File: config.mk
export PLATFORM = sky130hd
export DESIGN_NAME = pl2d_fifo
export DESIGN_NICKNAME = d
export VERILOG_FILES = /design/src/rtl/pl2d_fifo.sv
export SDC_FILE = /design/constraint.sdc
export NUM_CORES = 1
export LEC_CHECK = 0
export ABC_CLOCK_PERIOD_IN_PS = 3460
export BUFFER_PORTS_ARGS = -buffer_cell sky130_fd_sc_hd__buf_2
export CAP_MARGIN = 20
export CORE_MARGIN = 4
export CORE_UTILIZATION = 52
export CTS_BUF_LIST = sky130_fd_sc_hd__clkbuf_4 sky130_fd_sc_hd__clkbuf_8 sky130_fd_sc_hd__clkbuf_16
export DETAILED_ROUTE_END_ITERATION = 6
export GPL_ROUTABILITY_DRIVEN = 0
export PLACE_DENSITY = 0.77
export SYNTH_ARGS = -nofsm -noshare
export SYNTH_HDL_FRONTEND = slang
export SYNTH_SLANG_ARGS = --single-unit
File: constraint.sdc
create_clock -name i_clk -period 3.46 [get_ports i_clk]
set_clock_uncertainty 0.1 [all_clocks]
set_input_delay 0.692 -clock i_clk [delete_from_list [all_inputs] [get_ports i_clk]]
set_output_delay 0.692 -clock i_clk [all_outputs]
set_load 0.05 [all_outputs]
File: src/rtl/pl2d_fifo.sv
// ----------------------------------------------------------------------------
// pl2d_fifo
// Small job queue between the classifying front and the pooling back.
// ----------------------------------------------------------------------------
module pl2d_fifo #(
    parameter int DW    = 8,
    parameter int DEPTH = 2
) (
    input  logic          i_clk,
    input  logic          i_rst_n,
    input  logic          i_push,
    input  logic [DW-1:0] i_data,
    input  logic          i_pop,
    output logic [DW-1:0] o_data,
    output logic          o_full,
    output logic          o_empty
);

    localparam int PW = (DEPTH > 1) ? $clog2(DEPTH) : 1;

    logic [DW-1:0] r_mem [DEPTH];
    logic [PW-1:0] r_wp, r_rp;
    logic [PW:0]   r_cnt;

    function automatic logic [PW-1:0] ptr_inc(input logic [PW-1:0] p);
        return (p == PW'(DEPTH - 1)) ? '0 : p + PW'(1);
    endfunction

    always_ff @(posedge i_clk) begin
        if (i_push) begin
            r_mem[r_wp] <= i_data;
        end
    end

    always_ff @(posedge i_clk) begin
        if (!i_rst_n) begin
            r_wp  <= '0;
            r_rp  <= '0;
            r_cnt <= '0;
        end else begin
            if (i_push) begin
                r_wp <= ptr_inc(r_wp);
            end
            if (i_pop) begin
                r_rp <= ptr_inc(r_rp);
            end
            if (i_push && !i_pop) begin
                r_cnt <= r_cnt + (PW+1)'(1);
            end else if (!i_push && i_pop) begin
                r_cnt <= r_cnt - (PW+1)'(1);
            end
        end
    end

    assign o_data  = r_mem[r_rp];
    assign o_full  = (r_cnt == (PW+1)'(DEPTH));
    assign o_empty = (r_cnt == '0);

endmodule

Word level (Yosys, flattened, before mapping):

Memories as Yosys holds them, arrays and structs flattened. A register that Yosys moved wholly into a read port is not among the register bits.
Cells that the tools add are included.

* flip-flop bits (word level): 4
* memory bits (writable): 16
* bits of input ports: 12
* output and inout bits: 10
* word-level logic and storage cells: 23
* memories kept: 1

* add/sub/neg operators: 4
* eq/ne operators: 1
* mux-type cells: 8
* reduce and logical (&&, ||, !) cells: 6

Memories
* r_mem: depth 2, width 8, read ports 1, clocked after memory_dff 1, write ports 1, RTL line 21 `logic [DW-1:0] r_mem [DEPTH];`

Operators by type and width (number)
* two-way mux 1 bit: 6
* two-way mux 2 bit: 2
* adder 1 bit, second input constant: 2
* adder 2 x 1 -> 2 bit, second input constant: 1
* == test 2 bit, second input constant: 1
* logical AND 1 bit: 2
* zero test 1 bit: 2
* zero test 2 bit: 1
* nonzero test 2 bit: 1
* subtractor 2 x 1 -> 2 bit, second input constant: 1

Logic depth before layout (Yosys ltp):

* depth in word-level cells: 4
* gate-level depth with buffers: 5
* gate-level depth less buffers: 5

Least setup slack after synthesis:

OpenSTA, ideal clock, no wires.

* path kind: flip-flop to output port
* start point: reg r_cnt[0]
* end point: out o_empty
* arrival time: 991 ps
* data required time: 2668 ps
* setup slack: 1677 ps
* cell stages (with the launch flop): 2
* buffers on the path: 0
* cells stage by stage: dfxtp_1 nor2_1

* longest elaborated chain between the ends: 1

Ends and longest elaborated chain
* start, declared: RTL line 23 `logic [PW:0] r_cnt;`
* start signal, assigned: RTL line 48 `r_cnt <= r_cnt + (PW+1)'(1);`
* start signal, assigned: RTL line 50 `r_cnt <= r_cnt - (PW+1)'(1);`
* zero test 2 bit: RTL line 57 `assign o_empty = (r_cnt == '0);`
* end, declared: RTL line 16 `output logic o_empty`

Every way passes these cells.

==> results_dict.tcl <==
set metrics [dict create \
    critical_path_required_ns 2.67 \
    grt_max_degree 12 \
    reg2reg_slack_ns 2.08 \
    timing.final.crit_share_pct 63.9 \
    endpoint_kind "output port" \
    maxSlewHeadroom_pct 49.6 \
    crit_slowest_cell "dfxtp_1" \
    routed-via-count 449 \
    rows 13 \
    finalSetupTns_ns 0 \
    io_pins 22 \
    r2r_end "r_mem[0][5]$_DFFE_PP_" \
    tightest_slew_ns 0.754 \
    initial_core_util_pct 58.2 \
    synth_cells 47 \
    use_met2_pct 23.6 \
    final_cell_mix "buf_2 (21), edfxtp_1 (16), mux2_2 (8)" \
    vias_per_cell 5.22 \
    reg2reg_from "r_wp$_SDFFE_PN0P_" \
    htree_levels 1 \
    rsz0062_at_grt "no" \
    die-area_um2 2220 \
    numCtsBuffers 3 \
    ant_nets 0 \
    synth_area_um2 795 \
    routedWlPerCell_um 14.0 \
    hold_end "r_cnt[1]$_SDFFE_PN0P_" \
    crit_chain "mux2_2 -> buf_2" \
    power_density_nw_per_um2 554 \
    met1_usage_pct 13.7 \
    ys_seq_area_share_pct 73.1 \
    start_kind "register" \
    worst_ir_drop_vdd_mv 0.406 \
    grt_first_pass_wirelength_um 1880 \
    clock-root-buffer "clkbuf_4" \
    dieWidth_um 47.1 \
    diodes 0 \
    place_area_um2 913 \
    cp_max_fo 8 \
    drc 0 \
    cts_hold_buf 0 \
    synthesis.nets 60 \
    synth-seq-cells 21 \
    final_util_pct 69.0 \
    cts_resized 0 \
    antenna_found_initial 0 \
    critPathTopFamily "flip-flops" \
    hold_depth 2 \
    clockBufferDepth 2 \
    critPathArrivalTime_ns 1.42 \
    slowest_delay_ns 0.54 \
    critical_path_buf_inv_count 1 \
    grt_pass1_vias 442 \
    finalSetupViolCount 0 \
    clock.fmax_ghz 0.452 \
    synthToLayoutAreaGrowth_pct 18.7 \
    grtUsageTotal_pct 12.8 \
    ff2ff_path_depth 1 \
    cts_sinks 21 \
    synth_top_cell_area_share_pct 60.5 \
    total_leakage_power_uw 0.000381 \
    die_h_um 47.1 \
    fin_area_um2 943 \
    cap_violations 0 \
    clk_latency_ns 0.29 \
    min_period_ns 2.21 \
    grt_busiest_layer "met2" \
    cts_tree "done" \
    hp-class "register to register" \
    globalRouteOverflowTotal 0 \
    final_nets 85 \
    drt_pre_antenna_iters 4 \
    first_iter_violations 4 \
    drt_wl_total_um 1200 \
    yosys-top-cells-area "edfxtp_1 (60%), dfxtp_1 (13%), mux2_2 (11%)" \
    min-delay-start "r_cnt[1]$_SDFFE_PN0P_" \
    drive_gt1_share_pct 47.9 \
    ys_warn_count 0 \
    hold_violations 0 \
    ys_types 16 \
    layout_commonest_cell "buf_2" \
    avgSynthCellArea_um2 16.9 \
    clk_pin_slew_worst_paths_ns 0.11 \
    met3_usage_pct 4.60 \
    status "completed" \
    dp_hpwl_um 927 \
    critPathKind "register to output port" \
    nFillCells 104 \
    port_buffers 21 \
    final_max_slew_viol_count 0 \
    yosysTopAreaCell "edfxtp_1" \
    core_area_um2 1370 \
    post-cts-setup-buffers 0 \
]
-- per-stage QoR --
step	setup WS, ns	instances	power (uW)	hold slack (ns)
2_1_floorplan	1.68	47	386	0.366
3_3_place_gp	1.55	82	410	0.384
3_5_place_dp	1.53	82	413	0.396
4_1_cts	1.21	86	529	0.414
5_1_grt	1.16	86	550	0.455
6_report	1.25	86	523	0.416
-- layer usage --
metal	vias up	share of wire, %	wire (um)
li1	218	-	-
met1	215	37	441
met2	14	56	668
met3	2	6.4	77
met4	0	1.2	14
met5	-	0	0
-- report_power, final --
group	internal, uW	total [uW]	switching, uW
Combinational	34.8	107	71.7
Sequential	289	299	10.5
Clock	52.6	117	64.9
-- flip-flops by register name (all words and copies together) (netlist names), named ones only --
register / count
r_cnt: 2
r_mem: 16
r_rp: 1
r_wp: 1
-- area by class of cell --
type,instances,area (um^2),area share (%)
Sequential cell,21,581,61.5
Clock buffer,4,30.0,3.18
Tap cell,15,18.8,1.99
Multi-Input combinational cell,24,205,21.8
Inverter,1,3.75,0.398
Timing Repair Buffer,21,105,11.1
-- how the worst max path moves through the flow --
stage	from	end	slack, ns	cells after the start
after floorplan	r_cnt[0]$_SDFFE_PN0P_	o_empty	1.68	1
after CTS	register	o_data[7]	1.21	2
final	register	o_data[7]	1.25	2
after global routing	register	o_data[0]	1.16	2
after detailed placement	i_push	r_mem[0][2]$_DFFE_PP_	1.53	2
after global placement	register	o_data[3]	1.55	2
-- Yosys cell counts, drive strengths merged --
cell type,count
and2b,1
or3,1
ha,1
o21a,1
a21boi,1
buf,1
o21ai,1
nor2b,2
xnor2,1
inv,1
dfxtp,5
edfxtp,16
and2,4
nor2,1
xor2,2
mux2,8
-- cells by family (layout without fill, tap and decap cells) --
logic type | after synthesis | after routing | share of synthesized area [%]
adders and majority gates | 1 | 1 | 1.57
buffers and inverters | 2 | 26 | 1.10
xor gates and xnor gates | 3 | 3 | 3.31
DFF | 21 | 21 | 73.1
and+or+nand+nor | 9 | 9 | 7.09
AOI/OAI and AO/OA | 3 | 3 | 2.52
muxes | 8 | 8 | 11.3
Power figures use the tool's default switching activity.
