===== src/rtl/pl2d_pkg.sv =====
// ----------------------------------------------------------------------------
// pl2d_pkg
// Shared types, register codes and helpers of the 2D pooling block.
// ----------------------------------------------------------------------------
package pl2d_pkg;

    localparam int SAMPLE_W = 16;
    localparam int K_W      = 4;
    localparam int PH_W     = 16;
    localparam int PW_W     = 11;
    localparam int AREA_W   = 8;
    localparam int CFG_W    = 16;
    localparam int CFG_IDX_W = 3;

    localparam logic MODE_AVG = 1'b0;
    localparam logic MODE_MAX = 1'b1;

    typedef enum logic [CFG_IDX_W-1:0] {
        CFG_KERNEL_HEIGHT = 3'd0,
        CFG_KERNEL_WIDTH  = 3'd1,
        CFG_STRIDE_ROWS   = 3'd2,
        CFG_STRIDE_COLS   = 3'd3,
        CFG_PLANE_HEIGHT  = 3'd4,
        CFG_PLANE_WIDTH   = 3'd5,
        CFG_POOL_MODE     = 3'd6
    } t_cfg_idx;

    typedef struct packed {
        logic [K_W-1:0]  kernel_height;
        logic [K_W-1:0]  kernel_width;
        logic [K_W-1:0]  stride_rows;
        logic [K_W-1:0]  stride_cols;
        logic [PH_W-1:0] plane_height;
        logic [PW_W-1:0] plane_width;
        logic            pool_mode;
    } t_cfg;

    typedef enum logic [1:0] {
        F_RUN,
        F_PEND,
        F_ROW,
        F_COL
    } t_front_state;

    typedef enum logic [2:0] {
        B_IDLE,
        B_SCAN,
        B_DRAIN,
        B_DIV_GO,
        B_DIV_WAIT,
        B_OUT
    } t_back_state;

    // Zero counts as one.
    function automatic logic [K_W-1:0] nz4(input logic [K_W-1:0] v);
        return (v == '0) ? K_W'(1) : v;
    endfunction

    // Zero counts as one, above the limit saturates.
    function automatic logic [K_W-1:0] clamp_kernel(input logic [K_W-1:0] v,
                                                    input logic [K_W:0] hi);
        logic [K_W-1:0] res;
        res = v;
        if (v == '0) begin
            res = K_W'(1);
        end else if ({1'b0, v} > hi) begin
            res = hi[K_W-1:0];
        end
        return res;
    endfunction

    // Advance a stride phase, wrapping at the stride.
    function automatic logic [K_W-1:0] next_phase(input logic [K_W-1:0] ph,
                                                  input logic [K_W-1:0] s);
        return (ph + K_W'(1) == s) ? '0 : ph + K_W'(1);
    endfunction

endpackage


===== src/rtl/pl2d_front.sv =====
// ----------------------------------------------------------------------------
// pl2d_front
// Tracks raster position and stride phases, classifies each word.
// ----------------------------------------------------------------------------
module pl2d_front #(
    parameter int MAX_WIDTH  = 1024,
    parameter int MAX_KERNEL = 8,
    parameter int CW         = 10,
    parameter int KB         = 3
) (
    input  logic                   i_clk,
    input  logic                   i_rst_n,
    input  pl2d_pkg::t_cfg         i_cfg,
    input  logic                   i_cfg_we,
    input  logic                   i_valid,
    output logic                   o_ready,
    input  logic signed [15:0]     i_sample,
    input  logic                   i_full,
    output logic                   o_push,
    output logic signed [15:0]     o_sample,
    output logic [KB-1:0]          o_slot,
    output logic [CW-1:0]          o_col,
    output logic                   o_win,
    output logic                   o_done
);

    pl2d_pkg::t_front_state r_state, n_state;

    logic [15:0]   r_row, n_row;
    logic [CW-1:0] r_col, n_col;
    logic [KB-1:0] r_slot, n_slot;
    logic [3:0]    r_rph, n_rph;
    logic [3:0]    r_cph, n_cph;
    logic [15:0]   r_mx;
    logic [3:0]    r_rem;
    logic [4:0]    r_it;

    logic [3:0]  kh, kw, sh, sw;
    logic [15:0] h;
    logic [13:0] w;
    logic [16:0] r1, rn1;
    logic [13:0] c1, cn1;
    logic        accept, wrap_row;
    logic [3:0]  div;
    logic [4:0]  rem_sh;
    logic [3:0]  rem_nx;
    logic [15:0] row_x, col_x;

    always_comb begin
        kh = pl2d_pkg::clamp_kernel(i_cfg.kernel_height, 5'(MAX_KERNEL));
        kw = pl2d_pkg::clamp_kernel(i_cfg.kernel_width, 5'(MAX_KERNEL));
        sh = pl2d_pkg::nz4(i_cfg.stride_rows);
        sw = pl2d_pkg::nz4(i_cfg.stride_cols);
        h  = (i_cfg.plane_height == '0) ? 16'd1 : i_cfg.plane_height;
        if (i_cfg.plane_width == '0) begin
            w = 14'd1;
        end else if ({3'b0, i_cfg.plane_width} > 14'(MAX_WIDTH)) begin
            w = 14'(MAX_WIDTH);
        end else begin
            w = {3'b0, i_cfg.plane_width};
        end
    end

    // Next-state logic
    always_comb begin
        n_state = r_state;
        if (i_cfg_we) begin
            n_state = pl2d_pkg::F_PEND;
        end else begin
            unique case (r_state)
                pl2d_pkg::F_RUN:  n_state = pl2d_pkg::F_RUN;
                pl2d_pkg::F_PEND: n_state = pl2d_pkg::F_ROW;
                pl2d_pkg::F_ROW:  n_state = (r_it == 5'd1) ? pl2d_pkg::F_COL
                                                           : pl2d_pkg::F_ROW;
                pl2d_pkg::F_COL:  n_state = (r_it == 5'd1) ? pl2d_pkg::F_RUN
                                                           : pl2d_pkg::F_COL;
                default:          n_state = pl2d_pkg::F_RUN;
            endcase
        end
    end

    // Output logic
    always_comb begin
        o_ready = 1'b0;
        unique case (r_state)
            pl2d_pkg::F_RUN: o_ready = !i_cfg_we && !i_full;
            default:         o_ready = 1'b0;
        endcase
    end

    assign accept = i_valid && o_ready;

    // Position and phase advance
    always_comb begin
        r1  = {1'b0, r_row} + 17'd1;
        c1  = 14'(r_col) + 14'd1;
        cn1 = c1 + 14'd1;
        n_row  = r_row;
        n_col  = r_col;
        n_slot = r_slot;
        n_rph  = r_rph;
        n_cph  = r_cph;
        wrap_row = (r1 >= {1'b0, h});
        rn1 = 17'd1;
        if (c1 >= w) begin
            n_col = '0;
            n_cph = '0;
            if (wrap_row) begin
                n_row  = '0;
                n_slot = '0;
            end else begin
                n_row  = r1[15:0];
                n_slot = (r_slot == KB'(MAX_KERNEL - 1)) ? '0 : r_slot + KB'(1);
            end
            rn1 = {1'b0, n_row} + 17'd1;
            if (rn1 == 17'(kh)) begin
                n_rph = '0;
            end else if (rn1 > 17'(kh)) begin
                n_rph = pl2d_pkg::next_phase(r_rph, sh);
            end
        end else begin
            n_col = c1[CW-1:0];
            if (cn1 == 14'(kw)) begin
                n_cph = '0;
            end else if (cn1 > 14'(kw)) begin
                n_cph = pl2d_pkg::next_phase(r_cph, sw);
            end
        end
    end

    // Phase recompute: one remainder bit per cycle
    always_comb begin
        div    = (r_state == pl2d_pkg::F_ROW) ? sh : sw;
        rem_sh = {r_rem, r_mx[15]};
        rem_nx = (rem_sh >= {1'b0, div}) ? 4'(rem_sh - {1'b0, div}) : rem_sh[3:0];
        row_x  = (r1 >= 17'(kh)) ? 16'(r1 - 17'(kh)) : 16'd0;
        col_x  = (c1 >= 14'(kw)) ? 16'(c1 - 14'(kw)) : 16'd0;
    end

    always_ff @(posedge i_clk) begin
        if (!i_rst_n) begin
            r_state <= pl2d_pkg::F_RUN;
            r_row   <= '0;
            r_col   <= '0;
            r_slot  <= '0;
            r_rph   <= '0;
            r_cph   <= '0;
            r_mx    <= '0;
            r_rem   <= '0;
            r_it    <= '0;
        end else begin
            r_state <= n_state;
            if (accept) begin
                r_row  <= n_row;
                r_col  <= n_col;
                r_slot <= n_slot;
                r_rph  <= n_rph;
                r_cph  <= n_cph;
            end
            case (r_state)
                pl2d_pkg::F_PEND: begin
                    r_mx  <= row_x;
                    r_rem <= '0;
                    r_it  <= 5'd16;
                end
                pl2d_pkg::F_ROW: begin
                    if (r_it == 5'd1) begin
                        r_rph <= rem_nx;
                        r_mx  <= col_x;
                        r_rem <= '0;
                        r_it  <= 5'd16;
                    end else begin
                        r_mx  <= {r_mx[14:0], 1'b0};
                        r_rem <= rem_nx;
                        r_it  <= r_it - 5'd1;
                    end
                end
                pl2d_pkg::F_COL: begin
                    r_mx  <= {r_mx[14:0], 1'b0};
                    r_rem <= rem_nx;
                    r_it  <= r_it - 5'd1;
                    if (r_it == 5'd1) begin
                        r_cph <= rem_nx;
                    end
                end
                default: begin
                end
            endcase
        end
    end

    assign o_push   = accept;
    assign o_sample = i_sample;
    assign o_slot   = r_slot;
    assign o_col    = r_col;
    assign o_win    = (r_row < h) && (14'(r_col) < w) && (r1 >= 17'(kh))
                      && (c1 >= 14'(kw)) && (r_rph == '0) && (r_cph == '0);
    assign o_done   = (17'(r_row) + 17'(sh) >= 17'(h))
                      && (14'(r_col) + 14'(sw) >= w);

endmodule


===== config.mk =====
export PLATFORM = sky130hd
export DESIGN_NAME = pl2d_front
export DESIGN_NICKNAME = d
export VERILOG_FILES = /design/src/rtl/pl2d_pkg.sv /design/src/rtl/pl2d_front.sv
export SDC_FILE = /design/constraint.sdc
export NUM_CORES = 1
export LEC_CHECK = 0
export ABC_AREA = 1
export BUFFER_PORTS_ARGS = -buffer_cell sky130_fd_sc_hd__buf_2
export CORE_AREA = 5 5 161 163
export DETAILED_ROUTE_END_ITERATION = 10
export DIE_AREA = 0 0 166 168
export PLACE_DENSITY_LB_ADDON = 0.3
export SLEW_MARGIN = 15
export SYNTH_ARGS = -nofsm -noshare
export SYNTH_HDL_FRONTEND = slang
export SYNTH_SLANG_ARGS = --single-unit

===== constraint.sdc =====
create_clock -name i_clk -period 14.12 [get_ports i_clk]
set_input_delay 0.706 -clock i_clk [delete_from_list [all_inputs] [get_ports i_clk]]
set_output_delay 0.706 -clock i_clk [all_outputs]
set_load 0.01 [all_outputs]

### Yosys cells after proc, flatten, opt, wreduce, memory -nomap -nowiden

Index checks and enable logic that the tools add are counted.

| cells by class | value |
|---|---|
| equal/unequal tests | 9 |
| $add $sub $neg | 13 |
| reductions and logical operators | 22 |
| multiplexer cells | 43 |
| magnitude comparators | 14 |
| bitwise operators | 1 |

Operators with widths:

| operator | number |
|---|---|
| 16-bit 2-to-1 mux | 6 |
| 4-bit 2-to-1 mux | 23 |
| 16-bit one-hot mux with 3 select lines | 1 |
| 16-bit by 1-bit adder with 17-bit output, second input constant | 2 |
| 17-bit by 16-bit greater-or-equal comparator with 1-bit output | 2 |
| 11-bit by 14-bit greater-or-equal comparator with 1-bit output | 2 |
| 4-bit zero test | 6 |
| 11-bit 2-to-1 mux | 2 |
| 16-bit by 4-bit adder with 17-bit output | 1 |
| 17-bit by 4-bit equality test with 1-bit output | 1 |
| 17-bit by 4-bit greater-or-equal comparator with 1-bit output | 1 |
| 17-bit by 4-bit > comparator with 1-bit output | 1 |
| 16-bit zero test | 1 |
| 16-bit < comparator | 1 |
| 16-bit by 4-bit subtractor with 16-bit output | 1 |
| 5-bit one-hot mux with 3 select lines | 1 |
| 10-bit by 14-bit < comparator with 1-bit output | 1 |
| 11-bit by 1-bit adder with 12-bit output, second input constant | 1 |
| 12-bit by 4-bit equality test with 1-bit output | 1 |
| 12-bit by 4-bit > comparator with 1-bit output | 1 |
| 4-bit one-hot mux with 3 select lines | 1 |
| 11-bit by 4-bit subtractor with 12-bit output | 1 |
| 10-bit by 1-bit adder with 11-bit output, second input constant | 1 |
| 10-bit by 4-bit adder with 11-bit output | 1 |
| other kinds (27) | 42 |

| storage, ports and cells | value |
|---|---|
| output and inout port bits | 33 |
| bits in registers | 64 |
| logic and storage cells | 112 |

### Logic depth before layout (Yosys ltp)

Gate-level depths: netlist of the first run.

| logic depth | value |
|---|---|
| depth after elaboration | 13 |
| gate-level depth with buffers | 33 |
| depth with buffers taken out | 32 |

### Worst setup path before layout of the first run

OpenSTA, ideal clock, no wires.

| timing path | value |
|---|---|
| kind | flip-flop to flip-flop |
| start | register r_row[1] |
| end | register r_rph[1] |
| path buffers | 1 |
| period minus slack after synthesis | 4552 ps |
| cell stages (with the launch flop) | 30 |
| setup slack | 9568 ps |
| data arrival time | 4482 ps |
| library setup time | 70 ps |
| cell sequence | dfxtp_1 ha_1 nand2_1 nor2_4 nand3_1 xor2_1 ha_1 nand2_1 inv_1 o21ai_0 a21boi_0 nor2_4 nand2_2 buf_6 nor2_1 ha_1 inv_1 xor2_1 inv_1 ha_1 a21oi_1 o21ai_0 a21o_1 a21oi_1 nand3_1 nor2_4 nand2_2 nand2_1 nand3_1 a21oi_1 |

| between the ends | value |
|---|---|
| cells in the longest elaborated chain, start to end | 12 |
| elaborated cells on any way between the ends | 13 |
| classes of those cells | add/sub: 2; order compare: 2; eq/ne: 1; mux: 8 |

Ends and longest elaborated chain:

| what | line | source |
|---|---|---|
| start: declaration | pl2d_front.sv:29 | `logic [15:0] r_row, n_row;` |
| start signal: assignment | pl2d_front.sv:154 | `r_row <= n_row;` |
| 16-bit by 1-bit adder with 17-bit output (*) | pl2d_front.sv:95 | `r1 = {1'b0, r_row} + 17'd1;` |
| 17-bit by 16-bit greater-or-equal comparator with 1-bit output | pl2d_front.sv:103 | `wrap_row = (r1 >= {1'b0, h});` |
| 16-bit 2-to-1 mux (*) | pl2d_front.sv:108 | `if (wrap_row) begin` |
| 16-bit 2-to-1 mux (*) | pl2d_front.sv:105 | `if (c1 >= w) begin` |
| 16-bit by 1-bit adder with 17-bit output (*) | pl2d_front.sv:115 | `rn1 = {1'b0, n_row} + 17'd1;` |
| 17-bit by 4-bit > comparator with 1-bit output | pl2d_front.sv:118 | `end else if (rn1 > 17'(kh)) begin` |
| 4-bit 2-to-1 mux | pl2d_front.sv:118 |  |
| 4-bit 2-to-1 mux (*) | pl2d_front.sv:116 | `if (rn1 == 17'(kh)) begin` |
| 4-bit 2-to-1 mux (*) | pl2d_front.sv:105 |  |
| 4-bit 2-to-1 mux (*) | pl2d_front.sv:153 | `if (accept) begin` |
| 4-bit 2-to-1 mux | pl2d_front.sv:167 | `if (r_it == 5'd1) begin` |
| 4-bit 2-to-1 mux (*) | pl2d_front.sv:160 | `case (r_state)` |
| end signal: assignment | pl2d_front.sv:157 | `r_rph <= n_rph;` |
| end signal: assignment | pl2d_front.sv:168 | `r_rph <= rem_nx;` |
| end: declaration | pl2d_front.sv:32 | `logic [3:0] r_rph, n_rph;` |

Mark *: on every way between the ends. The rest lies on a longest branch, timed or not. The select of a mux whose other input is x is not followed.
A chain may end at the register's enable or synchronous reset.

### Worst setup path in the final report of the first run

| timing path | value |
|---|---|
| start | register r_row[0] |
| end | register r_rph[1] |

The elaborated chain is that of the path after synthesis.

==> results of run 1 <==
per-stage QoR:
stage	std cells	power, mW	setup WS (ns)	hold slack [ns]	instance area (µm²)
finish	1642	0.526	8.21	0.468	9170
global route	1642	0.552	7.71	0.487	9170
CTS	1642	0.527	8.30	0.474	9170
detailed placement	1626	0.299	8.34	0.466	8880
global placement	1626	0.297	8.32	0.455	8880
floorplan	1275	0.272	9.57	0.445	8360
worst min-delay path: cells and delay by family, from the launching register on:
kind | cells | cell delay [ns]
AO/OA/AOI/OAI | 1 | 0.06
AND/OR/NAND/NOR | 1 | 0.06
flip-flops | 1 | 0.31
state kept, by name, summed over array words and instances, names as in the netlist:
name	flops
r_row	16
r_state	2
r_rph	4
o_slot	3
o_col	10
r_it	5
r_mx	16
r_rem	4
r_cph	4
power breakdown:
group          switching [mW]  total (mW)  internal, mW
Clock                  0.0919       0.230         0.138
Combinational          0.0677       0.105        0.0374
Sequential            0.00446       0.191         0.186
layer usage:
| layer | vias up | GRT usage | part of all wire |
|---|---|---|---|
| met5 | - | 0 | 0 |
| li1 | 4307 | - | - |
| met3 | 32 | 0.0230 | 0.051 |
| met2 | 217 | 0.303 | 0.47 |
| met1 | 3773 | 0.228 | 0.46 |
| met4 | 0 | 0.0502 | 0.019 |
Yosys cell counts, types with 3 or more instances:
cell type | instances | area [µm²]
nand3_2 | 3 | 30.0
nand2_1 | 246 | 923
o211ai_1 | 13 | 97.6
xnor2_1 | 11 | 96.3
o22ai_1 | 13 | 81.3
o21ai_0 | 82 | 410
nor3_1 | 17 | 85.1
clkbuf_1 | 19 | 71.3
inv_1 | 196 | 736
a21oi_1 | 81 | 405
or2_2 | 3 | 18.8
nand4_1 | 25 | 156
fa_1 | 5 | 100
a31oi_1 | 13 | 81.3
inv_2 | 7 | 26.3
nor2_1 | 119 | 447
dfxtp_1 | 64 | 1280
nor4_1 | 14 | 87.6
xor2_1 | 55 | 482
buf_4 | 17 | 128
nand2_2 | 10 | 62.6
a21boi_0 | 3 | 22.5
nor3_2 | 4 | 40.0
nand3_1 | 65 | 325
a211oi_1 | 4 | 30.0
clkinv_1 | 3 | 11.3
ha_1 | 120 | 1500
a41oi_1 | 5 | 43.8
nand4_2 | 6 | 75.1
nor2_4 | 9 | 101
nor2_2 | 10 | 62.6
buf_6 | 3 | 33.8
o31ai_1 | 3 | 22.5
worst paths after layout:
check                   startpoint                    to  slack (ns)  cells past startpoint
max          r_row[0]$_SDFFE_PN0P_   r_rph[1]$_SDFF_PN0_        8.21                     28
min reg2reg   r_mx[8]$_SDFFE_PN0P_  r_mx[8]$_SDFFE_PN0P_        0.47                      2
max reg2reg  r_row[0]$_SDFFE_PN0P_   r_rph[1]$_SDFF_PN0_        8.21                     28
min           r_mx[8]$_SDFFE_PN0P_  r_mx[8]$_SDFFE_PN0P_        0.47                      2
layout make-up:
cell class | count | area share
Clock buffer | 10 | 0.0250
Inverter | 206 | 0.0843
Tap cell | 324 | 0.0442
Multi-Input combinational cell | 966 | 0.663
Sequential cell | 64 | 0.140
Clock inverter | 6 | 0.00750
Timing Repair Buffer | 66 | 0.0366
cells by family (layout without fill, tap and decap cells):
logic type,after synthesis,count (layout),synth area share
flip-flops,64,64,0.153
AO/OA/AOI/OAI,237,237,0.163
AND/OR/NAND/NOR,536,536,0.299
XOR/XNOR,68,68,0.0730
adder cells (fa/ha/maj),125,125,0.192
buffers and inverters,245,288,0.120
==> metrics, run 1 <==
gr usage total=0.175; Setup Skew=between 0.009 and 0.01 ns; Yosys cell types=54; vias in the first global route=~8000; die height=around 170 µm; die area=about 28000 µm²; Critical Path RT=around 14 ns; status=complete, no violations; syn avg cell area=between 6 and 7 µm²; synthesis-stage register bit count=64; Layout area overhead=9.71%; Ys Warns=0; 1st-pass router iterations=6; area of the multi-input gates=between 6000 and 7000 µm²; CP Class=flip-flop to flip-flop; Die X=between 150 and 200 µm; max_cap viols=0; root buffer cell=clkbuf_16; crit path DAT=between 6 and 7 ns; Post-CTS Setup Inserts=0; syn_nets=approximately 1500; asr flop ratio synth=0; fin crit share=0.418; family with the most delay on the worst path=simple AND/OR/NAND/NOR gates; row cnt=57; crit path max fanout=19; htree depth=3; Final Wtd Congestion=0.919; layout cells sized above 1=0.108; EDFF count, synth=0; PwrDens=approximately 57 nW/µm²; initial DRC count=~640; total CTS buffers=9; via count=8329; Fill cells=roughly 2600; Clk Latency, worst-skew pair=between 0.3 and 0.4 ns; DR DRC count=0; WL per Instance=~15 µm; Routed Antenna Nets=0; predominant post-synthesis flop cell=dfxtp_1; Top cell by count, worst path=ha_1; Highest Clock Rate=between 0.15 and 0.2 GHz; Min Clock Period, post-route=between 5 and 6 ns; most frequent cells in the layout=nand2_1, inv_1, ha_1, nor2_1, o21ai_0; HP Class=flip-flop to flip-flop; Nets=1503; final hold viol count=0; Inserted Diodes=0; Vias per Instance=around 5; cts hold-fix bufs=0; Max Buffers Root-to-Sink=2; Slew HR=0.285; CP max-delay cell=xor2_1; pin count of the biggest net entering global routing=36; initial core utilization=0.346; commonest non-fill, non-tap cell in the layout=nand2_1; post-layout util=0.379; RSZ-0062 raised after global routing=false; clock sinks=64; initial antenna violation count=0; Clock Pin Slew Worst Setup and Hold Paths=about 0.060 ns; final setup fails=0; max incr delay on CP=around 0.66 ns; IO buf count=64; post_cts resized=0; Synth Instances=approximately 1300; io pins=a little under 100; Leak=~4.7 nW; endpoint class of the critical path=flip-flop; core area=~24000 µm²; CTS tree=done; Buffers & Inverters on Critical Path=3; drt total wl=24.6 mm; Tightest Pin Transition=1.07 ns; gr ovfl total=0; dpl hpwl=20.2 mm; first-pass GRT wire length=about 40 mm; post-synthesis sequential area ratio=0.153; Reg area=~1300 µm²; startpoint types=flip-flop; Sum Neg Setup Slack=0 ns; Max Slew Vio Count=0; Mapped Area=about 8400 µm²; VDD IR max=roughly 0.055 mV
(Power assumes the default switching activity.)
==> run 2: changes to the inputs <==
==> constraint.sdc (replaced) <==
create_clock -name i_clk -period 5.9 [get_ports i_clk]
set_input_delay 0.295 -clock i_clk [delete_from_list [all_inputs] [get_ports i_clk]]
set_output_delay 0.295 -clock i_clk [all_outputs]
set_load 0.01 [all_outputs]
==> metrics, run 2 (synthesis results as in run 1) <==
commonest non-fill, non-tap cell in the layout=nand2_1 (unchanged); R2R cell count=28 (unchanged); Max Buffers Root-to-Sink=2 (unchanged); pin count of the biggest net entering global routing=36 (unchanged); Max Slew Vio Count=0 (unchanged); cts hold-fix bufs=0 (unchanged); crit path max fanout=19 (unchanged); Final Wtd Congestion=0.948 (was 0.919); Post-CTS Setup Inserts=0 (unchanged); Critical Path RT=6.17 ns (was 14.39 ns); Leak=4.75 nW (was 4.73 nW); Finished Layout Cells=1646 (was 1642); startpoint types=flip-flop (unchanged); R2R setup slack=0.59 ns (was 8.21 ns); core area=24200 µm² (unchanged); via count=8314 (was 8329); Design Area, Final=9210 µm² (was 9170 µm²); gr usage total=0.177 (was 0.175); CP Class=flip-flop to flip-flop (unchanged); Top cell by count, worst path=ha_1 (unchanged); io pins=98 (unchanged); Vias per Instance=5.05 (was 5.07); drt total wl=24.9 mm (was 24.6 mm); Tightest Pin Transition=0.905 ns (was 1.07 ns); Clk Latency, worst-skew pair=0.34 ns (about the same); IO buf count=64 (unchanged); layout cells sized above 1=0.111 (was 0.108); Hold Path Origin=i_cfg_we (was r_mx[8]$_SDFFE_PN0P_); Die X=166 µm (unchanged); clock sinks=64 (unchanged); worst setup path start=r_row[1]$_SDFFE_PN0P_ (was r_row[0]$_SDFFE_PN0P_); Clock Pin Slew Worst Setup and Hold Paths=0.06 ns (about the same); htree depth=3 (unchanged); root buffer cell=clkbuf_16 (unchanged); post-layout util=0.381 (was 0.379); max incr delay on CP=0.68 ns (was 0.66 ns); WL per Instance=15.1 µm (was 15.0 µm); endpoint class of the critical path=flip-flop (unchanged); max_cap viols=0 (unchanged); CP max-delay cell=xor2_1 (unchanged); Setup Skew=0.00746 ns (was 0.00966 ns); die height=168 µm (unchanged); final setup fails=0 (unchanged); Sum Neg Setup Slack=0 ns (unchanged); Routed Antenna Nets=0 (unchanged); Slew HR=0.396 (was 0.285); initial core utilization=0.346 (unchanged); VDD IR max=0.126 mV (was 0.0552 mV); initial antenna violation count=1 (was 0); PwrDens=138 nW/µm² (was 57.3 nW/µm²); vias in the first global route=8105 (was 7952); reg2reg end=r_rph[2]$_SDFF_PN0_ (was r_rph[1]$_SDFF_PN0_); 1st-pass router iterations=5 (was 6); gr ovfl total=0 (unchanged); dpl hpwl=20.4 mm (was 20.2 mm); Inserted Diodes=0 (unchanged); most frequent cells in the layout=nand2_1, inv_1, ha_1, nor2_1, o21ai_0 (unchanged); DP Cell Count=1630 (was 1626); initial DRC count=567 (was 641); HP Class=primary input to flip-flop (was flip-flop to flip-flop); status=complete, no violations (unchanged); RSZ-0062 raised after global routing=false (unchanged); Critical Path End=r_rph[2]$_SDFF_PN0_ (was r_rph[1]$_SDFF_PN0_); total CTS buffers=9 (unchanged); Nets=1507 (was 1503); crit path DAT=5.58 ns (was 6.18 ns); worst r2r src=r_row[1]$_SDFFE_PN0P_ (was r_row[0]$_SDFFE_PN0P_); Layout area overhead=10.2% (was 9.71%); post_cts resized=0 (unchanged); die area=27900 µm² (unchanged); Highest Clock Rate=0.188 GHz (was 0.169 GHz); first-pass GRT wire length=40.6 mm (was 40.4 mm); placed cell area=8910 µm² (was 8880 µm²); Tot Pwr=1.27 mW (was 0.526 mW); CTS tree=done (unchanged); row cnt=57 (unchanged); final hold viol count=0 (unchanged); Min Clock Period, post-route=5.31 ns (was 5.91 ns); fin crit share=0.900 (was 0.418); DR DRC count=0 (unchanged)
run 2: report_power, final:
part           internal, mW  total [mW]  leakage, nW  switching [mW]
registers             0.446       0.457        0.520          0.0108
logic                0.0911       0.254         4.09           0.163
clock network         0.339       0.559        0.141           0.220
run 2: how the worst min path moves through the flow:
stage / end / slack (ns) / cells past startpoint
floorplan: r_mx[8]$_SDFFE_PN0P_ / 0.45 / 2
global placement: r_mx[8]$_SDFFE_PN0P_ / 0.46 / 2
detailed placement: r_mx[8]$_SDFFE_PN0P_ / 0.46 / 2
CTS: r_state[1]$_SDFF_PP0_ / 0.25 / 4
global route: r_state[1]$_SDFF_PP0_ / 0.29 / 4
finish: r_state[1]$_SDFF_PP0_ / 0.25 / 4
run 2: critical path: cells and delay by family (launching register included):
kind	cells	cell delay (ns)
adders and majority gates	4	1.06
AOI/OAI and AO/OA	5	0.67
buffers and inverters	3	0.25
xor gates and xnor gates	2	0.83
and+or+nand+nor	14	1.94
DFF	1	0.47
run 2: metrics by stage:
step	setup WS, ns	hold slack [ns]
2_1_floorplan	1.35	0.445
3_3_place_gp	0.742	0.456
3_5_place_dp	0.662	0.460
4_1_cts	0.607	0.252
5_1_grt	0.0472	0.286
6_report	0.590	0.254
run 2: layer usage:
| layer | global-route usage | part of all wire | up-vias |
|---|---|---|---|
| met1 | 0.217 | 0.45 | 3724 |
| met3 | 0.0385 | 0.052 | 52 |
| met2 | 0.305 | 0.47 | 202 |
| met4 | 0.0646 | 0.029 | 2 |
| li1 | - | - | 4334 |
| met5 | 0 | 0.00052 | - |
run 2: cell type report:
class	instances	area (µm²)
inverters	206	773
well taps	324	405
clock inverters	6	66.3
clock buffers	10	239
flip-flops and latches	64	1280
multi-input cells	966	6080
repair buffers	70	365
fillers	2674	15000
